===== config.mk =====
export PLATFORM = sky130hd
export DESIGN_NAME = nmea_back
export DESIGN_NICKNAME = d
export VERILOG_FILES = /design/src/nmea_pkg.sv /design/src/nmea_back.sv
export SDC_FILE = /design/constraint.sdc
export NUM_CORES = 1
export LEC_CHECK = 0
export ABC_AREA = 0
export BUFFER_PORTS_ARGS = -buffer_cell sky130_fd_sc_hd__buf_2
export CORE_UTILIZATION = 40
export DETAILED_ROUTE_END_ITERATION = 8
export PLACE_DENSITY = 0.59
export SYNTH_ARGS = -nofsm -noshare
export SYNTH_HDL_FRONTEND = slang
export SYNTH_SLANG_ARGS = --single-unit
export TNS_END_PERCENT = 1

===== constraint.sdc =====
create_clock -name clk -period 2.8 [get_ports clk]
set_input_delay 0.14 -clock clk [delete_from_list [all_inputs] [get_ports clk]]
set_output_delay 0.14 -clock clk [all_outputs]
set_load 0.01 [all_outputs]

===== src/nmea_pkg.sv =====
// Package for the NMEA sentence checker: byte classes, queue entry, status
// codes, character constants and the hex digit decoder. No dependencies.
`timescale 1ns / 1ps

package nmea_pkg;

  localparam int unsigned QUEUE_DEPTH_DEF = 2;

  localparam logic [7:0] MAX_SENTENCE_CHARS = 8'd255;
  localparam logic [7:0] MIN_CHARS_RESET    = 8'd7;

  localparam logic [7:0] CH_DOLLAR = 8'h24;
  localparam logic [7:0] CH_STAR   = 8'h2A;
  localparam logic [7:0] CH_CR     = 8'h0D;
  localparam logic [7:0] CH_LF     = 8'h0A;
  localparam logic [7:0] PRINT_LOW = 8'h20;
  localparam logic [7:0] PRINT_END = 8'h7F;

  typedef enum logic [2:0] {
    CLS_DOLLAR,
    CLS_TERM,
    CLS_STAR,
    CLS_PRINT,
    CLS_OTHER
  } byte_class_t;

  typedef struct packed {
    byte_class_t cls;
    logic [7:0]  data;
  } rx_entry_t;

  typedef enum logic [1:0] {
    ST_MATCH    = 2'd0,
    ST_MISMATCH = 2'd1,
    ST_FORMAT   = 2'd2
  } check_status_t;

  // {valid, value}; accepts 0-9, A-F, a-f
  function automatic logic [4:0] hex_digit(input logic [7:0] c);
    logic [4:0] r;
    r = 5'd0;
    if (c >= 8'h30 && c <= 8'h39) begin
      r = {1'b1, c[3:0]};
    end else if ((c >= 8'h41 && c <= 8'h46) || (c >= 8'h61 && c <= 8'h66)) begin
      r = {1'b1, c[3:0] + 4'd9};
    end
    return r;
  endfunction

endpackage


===== src/nmea_back.sv =====
// Back end: sentence framing, running XOR, checksum verdict and result register.
// Depends on nmea_pkg.
`timescale 1ns / 1ps

module nmea_back (
  input  logic                clk,
  input  logic                rst,
  input  logic                q_valid,
  input  nmea_pkg::rx_entry_t q_entry,
  output logic                q_pop,
  input  logic [7:0]          min_chars,
  output logic                out_valid,
  input  logic                out_ready,
  output logic [1:0]          status,
  output logic [7:0]          computed_sum,
  output logic [7:0]          received_sum,
  output logic [7:0]          sentence_chars
);
  import nmea_pkg::*;

  logic       in_sentence,      in_sentence_next;
  logic [7:0] char_count,       char_count_next;
  logic [7:0] running_xor,      running_xor_next;
  logic [7:0] xor_at_star,      xor_at_star_next;
  logic       star_seen,        star_seen_next;
  logic [1:0] chars_after_star, chars_after_star_next;
  logic [7:0] first_digit,      first_digit_next;
  logic [7:0] second_digit,     second_digit_next;

  logic          advance;
  logic          emit;
  logic [7:0]    c;
  logic [4:0]    h1;
  logic [4:0]    h2;
  check_status_t vd_status;
  logic [7:0]    vd_comp;
  logic [7:0]    vd_recv;

  assign advance = q_valid && (!out_valid || out_ready);
  assign q_pop   = advance;
  assign c       = q_entry.data;

  // verdict from the state as it stands when the terminator arrives
  always_comb begin
    h1        = hex_digit(first_digit);
    h2        = hex_digit(second_digit);
    vd_status = ST_FORMAT;
    vd_comp   = 8'd0;
    vd_recv   = 8'd0;
    if (star_seen) begin
      vd_comp = xor_at_star;
      if (chars_after_star[1] && h1[4]) begin
        vd_recv   = h2[4] ? {h1[3:0], h2[3:0]} : {4'd0, h1[3:0]};
        vd_status = (vd_recv == xor_at_star) ? ST_MATCH : ST_MISMATCH;
      end
    end
  end

  always_comb begin
    in_sentence_next      = in_sentence;
    char_count_next       = char_count;
    running_xor_next      = running_xor;
    xor_at_star_next      = xor_at_star;
    star_seen_next        = star_seen;
    chars_after_star_next = chars_after_star;
    first_digit_next      = first_digit;
    second_digit_next     = second_digit;
    emit                  = 1'b0;
    if (advance) begin
      if (q_entry.cls == CLS_DOLLAR) begin
        // dollar restarts and is stored as character one
        in_sentence_next      = 1'b1;
        char_count_next       = 8'd1;
        running_xor_next      = 8'd0;
        xor_at_star_next      = 8'd0;
        star_seen_next        = 1'b0;
        chars_after_star_next = 2'd0;
        first_digit_next      = 8'd0;
        second_digit_next     = 8'd0;
      end else if (in_sentence) begin
        unique case (q_entry.cls)
          CLS_TERM: begin
            in_sentence_next = 1'b0;
            emit             = (char_count >= min_chars);
          end
          default: begin
            if (char_count < MAX_SENTENCE_CHARS) begin
              if (q_entry.cls == CLS_STAR) begin
                xor_at_star_next      = running_xor;
                star_seen_next        = 1'b1;
                chars_after_star_next = 2'd0;
                first_digit_next      = 8'd0;
                second_digit_next     = 8'd0;
              end else if (q_entry.cls == CLS_PRINT && star_seen) begin
                if (chars_after_star == 2'd0) begin
                  first_digit_next = c;
                end else if (chars_after_star == 2'd1) begin
                  second_digit_next = c;
                end
                if (!chars_after_star[1]) begin
                  chars_after_star_next = chars_after_star + 2'd1;
                end
              end
              if (q_entry.cls == CLS_STAR || q_entry.cls == CLS_PRINT) begin
                running_xor_next = running_xor ^ c;
                char_count_next  = char_count + 8'd1;
              end
            end else begin
              // overflow drops the sentence
              in_sentence_next = 1'b0;
            end
          end
        endcase
      end
    end
  end

  always_ff @(posedge clk) begin
    if (rst) begin
      in_sentence      <= 1'b0;
      char_count       <= 8'd0;
      running_xor      <= 8'd0;
      xor_at_star      <= 8'd0;
      star_seen        <= 1'b0;
      chars_after_star <= 2'd0;
      first_digit      <= 8'd0;
      second_digit     <= 8'd0;
      out_valid        <= 1'b0;
    end else begin
      in_sentence      <= in_sentence_next;
      char_count       <= char_count_next;
      running_xor      <= running_xor_next;
      xor_at_star      <= xor_at_star_next;
      star_seen        <= star_seen_next;
      chars_after_star <= chars_after_star_next;
      first_digit      <= first_digit_next;
      second_digit     <= second_digit_next;
      out_valid        <= emit || (out_valid && !out_ready);
    end
  end

  always_ff @(posedge clk) begin
    if (emit) begin
      status         <= vd_status;
      computed_sum   <= vd_comp;
      received_sum   <= vd_recv;
      sentence_chars <= char_count;
    end
  end

endmodule


# Word-level counts from Yosys, hierarchy flattened
# Index checks and enable logic that the tools add are counted.
# word_totals
ff_bits	71
inputBits	23
out_inout_bits	28
elab_cells	130
# op_classes
add_sub_neg	4
order_cmp	14
eq_ne	8
muxes	56
bitwise	1
reduce_logical	33
# ops
operator	count
$mux 8	31
$ge 8x7->1 const B	4
$le 8x7->1 const B	4
$mux 5	4
$ge 8x6->1 const B	2
$le 8x6->1 const B	2
$reduce_and 5->1	3
$mux 1	14
$mux 2	7
$reduce_and 6->1	2
$logic_and 1x1->1	10
$reduce_bool 3->1	3
$add 4x4->4 const B	2
$add 8x1->8 const B	1
$eq 8x8->1	1
$ge 8x8->1	1
$lt 8x8->1 const B	1
$reduce_bool 2->1	4
$xor 8x8->8	1
$reduce_and 7->1	1
$eq 3x2->1 const B	2
$logic_or 1x1->1	5
$eq 3x1->1 const B	1
$logic_not 3->1	1
other kinds (8)	9

# Longest topological paths before layout
# logic_depth
depth_word	9
ltp_mapped	10
mapped_depth_nobuf	9

# Worst setup path before layout
# No wires, ideal clock.
# synth_timing
path_kind	reg-to-reg
startpoint	reg first_digit[1]
endpoint	reg status[0], data pin
t_arrival_ps	2149
t_required_ps	2645
slack_ps	496
stages_incl_launch_ff	10
cell_sequence	dfxtp_1 inv_1 ha_1 nor3b_1 nor3_2 nor2_1 nor3b_1 a32o_1 o221a_1 a41oi_2
# synth_between
elab_chain_len	8
# synth_rtl
element	line_no	source
from (decl)	nmea_back.sv:27	logic [7:0] first_digit, first_digit_next;
from (signal assigned)	nmea_back.sv:136	first_digit <= first_digit_next;
$ge 8x7->1 or $le 8x7->1 (tied branches)	nmea_pkg.sv:44	end else if ((c >= 8'h41 && c <= 8'h46) || (c >= 8'h61 && c <= 8'h66)) begin
$logic_and 1x1->1	nmea_pkg.sv:44	
$logic_or 1x1->1	nmea_pkg.sv:44	
$mux 5	nmea_pkg.sv:44	
$mux 5 (*)	nmea_pkg.sv:42	if (c >= 8'h30 && c <= 8'h39) begin
$mux 8	nmea_back.sv:53	vd_recv = h2[4] ? {h1[3:0], h2[3:0]} : {4'd0, h1[3:0]};
$eq 8x8->1	nmea_back.sv:54	vd_status = (vd_recv == xor_at_star) ? ST_MATCH : ST_MISMATCH;
$mux 1	nmea_back.sv:54	
to (signal assigned)	nmea_back.sv:144	status <= vd_status;
to (decl)	nmea_back.sv:14	output logic [1:0] status,
# Mark *: on every way between the ends. The rest lies on a longest branch, timed or not.
# A chain may end at the register's enable or synchronous reset.

# Worst setup path after layout
# layout_timing
startpoint	reg first_digit[0]
endpoint	reg status[0], data pin
# The elaborated chain is that of the path after synthesis.

==> results.toml <==
[route]
vias = 2658
drcViolationCount = 0
ant_nets = 0
vias_per_cell = 5.08
drtIter0Drc = 149
drtPass1Iterations = 4
routed_wirelength_um = 7220
detail_route.wl_per_cell_um = 13.8

[synth]
seq_area_frac_synth_pct = 48.0
synth_enable_flop_cells = 26
ys.flop_type = "dfxtp_1"
syn_nets = 398
synth_cells = 360
ys_seq_elements = 71
synth_area_um2 = 3510
synth_warnings = 0
yosys.cell_types.count = 50
synthArstFlopShare_pct = 0
avgSynthCellArea_um2 = 9.74

[timing]
setup_viol = 0
finalSetupTns_ns = 0
clock_skew_ns = 0.00985
rsz0062_at_grt = "no"
post-route-period-util_pct = 93.2
fmax_ghz = 0.383
final.setup.worst_slack_ns = 0.191
slew_headroom_pct = 46.6
drv_slew = 0
holdWs_ns = 0.0847
hold_viol = 0
fin_crit_ns = 2.61
worst_slew_pin_slew_ns = 0.798

[global_route]
grtUsageTotal_pct = 18.0
grt_pass1_wl_um = 12200
grt_pass1_vias = 2478
grt_max_degree = 33
antenna_found_initial = 0
grt-ovfl-total = 0

[clock_tree]
clk_latency_ns = 0.35
htree_levels = 3
clock-sinks = 71
clk_pin_slew_ns = 0.07
ctsHoldBuffers = 0
cts_tree = "yes"
cts-root-buf = "clkbuf_8"
clk_path_buf_depth = 2
cts_buffers = 9

[final_layout]
nFillCells = 821
drive_above_1_share_pct = 19.6
antennaDiodeCount = 0
nNetsFinal = 451
design_area_um2 = 4050
syn2layout_area_growth_pct = 15.6

[setup_path]
cp_slowest_cell = "dfxtp_1"
arrival_ns = 2.69
worstPathRequired_ns = 2.89
critPathMaxFanout = 6
critPathLaunchType = "flop"
cp-end-kind = "flop"
crit_chain = "ha_1 -> o21bai_1 -> a21oi_1 -> mux2_2 -> nor4b_1 -> a31oi_1 -> o21ai_0 -> a41oi_2"
max_stage_delay_ns = 0.50
worstSetupPathType = "flop to flop"

[pwr]
power.total_mw = 1.88
p_int_mw = 1.44
p_sw_share_pct = 23.4
p_leak_nw = 1.49
p_per_area_nw_per_um2 = 463
pwr-share-seq_pct = 57.0
irDropWorstVdd_uv = 253
p_sw_mw = 0.439
p_clk_share_pct = 38.6
combPwrFrac_pct = 4.4

[run_status]
status = "finished clean"

[floorplanning]
die_height_um = 95.6
fp.dieW_um = 95.6
coreArea_um2 = 8340
start_util_pct = 42.0
fp-row-count = 33
dieArea_um2 = 9140
ios = 51

[placement]
place_congestion = 0.829
placed_area_um2 = 3880
place_ws_ns = 0.213
dp_hpwl_um = 5390
io_buffers = 50

[flow_run]
maxCapViolations = 0

[min_path]
hold_class = "input pin to flop"
==> flip-flops by register name (all words and copies together) (netlist names), 8 cells and up <==
name	flops
char_count	8
computed_sum	8
first_digit	8
received_sum	8
running_xor	8
second_digit	8
sentence_chars	8
xor_at_star	8
==> power by group through the flow <==
stage / registers [mW] / logic, mW / clock network, mW
3_3_place_gp: 1.09 / 0.0816 / 0
5_1_grt: 1.07 / 0.0935 / 0.796
4_1_cts: 1.07 / 0.0831 / 0.748
2_1_floorplan: 1.09 / 0.0506 / 0
6_report: 1.07 / 0.0818 / 0.725
3_5_place_dp: 1.09 / 0.0826 / 0
==> final timing paths <==
path	to	slack (ns)	start	cells after the start
max	status[0]$_SDFFCE_PN0P_	0.19	first_digit[0]$_SDFFE_PP0P_	8
min	out_valid$_SDFF_PP0_	0.08	out_ready	3
max reg2reg	status[0]$_SDFFCE_PN0P_	0.19	first_digit[0]$_SDFFE_PP0P_	8
min reg2reg	xor_at_star[3]$_SDFFE_PP0P_	0.50	xor_at_star[3]$_SDFFE_PP0P_	2
==> logic make-up after synthesis <==
kind of cell             after synthesis  synth area share, %
AO/OA/AOI/OAI                         63                 12.3
XOR/XNOR                              21                 5.25
adder cells (fa/ha/maj)               15                 5.35
buffers and inverters                 29                 3.25
flip-flops                            71                 48.0
multiplexers                          17                 4.89
AND/OR/NAND/NOR                      144                 21.0
==> layer usage <==
layer  track usage, %  part of all wire (%)  routed length, um  up-vias
met1             25.0                    50               3580     1210
met5                0                     0                  0        -
li1                 -                     -                  -     1363
met2             26.4                    43               3120       75
met4             9.70                   2.0                144        0
met3             3.19                   5.3                383       10
==> worst max-delay path: cells and delay by family (launching register included) <==
kind                     cells  cell delay [ns]
AO/OA/AOI/OAI                5             0.92
adder cells (fa/ha/maj)      1             0.26
flip-flops                   1             0.50
multiplexers                 1             0.41
AND/OR/NAND/NOR              1             0.25
==> cells in the final DEF (no fill, tap or decap), types with 3 or more instances in the layout <==
master    instances
nand2_1          26
o21ai_0          11
xor2_1           16
clkbuf_8         10
a31oi_1           3
mux2i_1          16
a21oi_1          26
dfxtp_1          45
edfxtp_1         26
and2_1            9
nor2_1           47
nand2b_1          6
buf_4             5
nand3_1          13
xnor2_1           5
inv_1            16
nand4_1           5
and3_1            3
nor2b_1          15
nor3b_1           3
a21o_1            4
o21bai_1          4
buf_2            50
ha_1             15
==> stage by stage <==
stage                     instances  util [%]
after global placement          507      46.5
after detailed placement        507      46.5
after floorplan                 360         -
after CTS                       523      48.5
after global routing            523      48.6
final                           523      48.6
==> cells in the mapped netlist (2+ instances only) <==
cell       number  area (um^2)
a31oi_1         3         18.8
nand4_1         5         31.3
or4_1           2         15.0
nand2_1        26         97.6
nor2b_1        15         93.8
nand3_1        13         65.1
edfxtp_1       26          781
o21bai_1        4         30.0
clkbuf_1        9         33.8
nand2b_1        6         37.5
and2_1          9         56.3
nor3b_1         5         37.5
nor2_1         47          176
buf_2           4         20.0
xnor2_1         5         43.8
ha_1           15          188
xor2_1         16          140
o21ai_0        11         55.1
nor3_1          2         10.0
or2_2           2         12.5
a21oi_1        26          130
mux2i_1        16          160
nand4bb_1       2         22.5
inv_1          16         60.1
a21o_1          4         30.0
dfxtp_1        45          901
and3_1          3         18.8
==> cell type report <==
cell class / count / area, um^2 / area share (%)
inverter: 16 / 60.1 / 1.48
sequential: 71 / 1680 / 41.5
multi-input combinational: 260 / 1720 / 42.5
timing repair buffer: 55 / 288 / 7.10
clock buffer: 10 / 138 / 3.40
tap: 105 / 131 / 3.24
clock inverter: 6 / 33.8 / 0.834
==> repair_timing <==
item / 4_1_cts / 5_1_grt
resized for setup: 0 / 1
setup buffers: 0 / 0
endpoints found under the setup margin: 0 / 1
No activity file was read; power rests on OpenSTA's default activity.
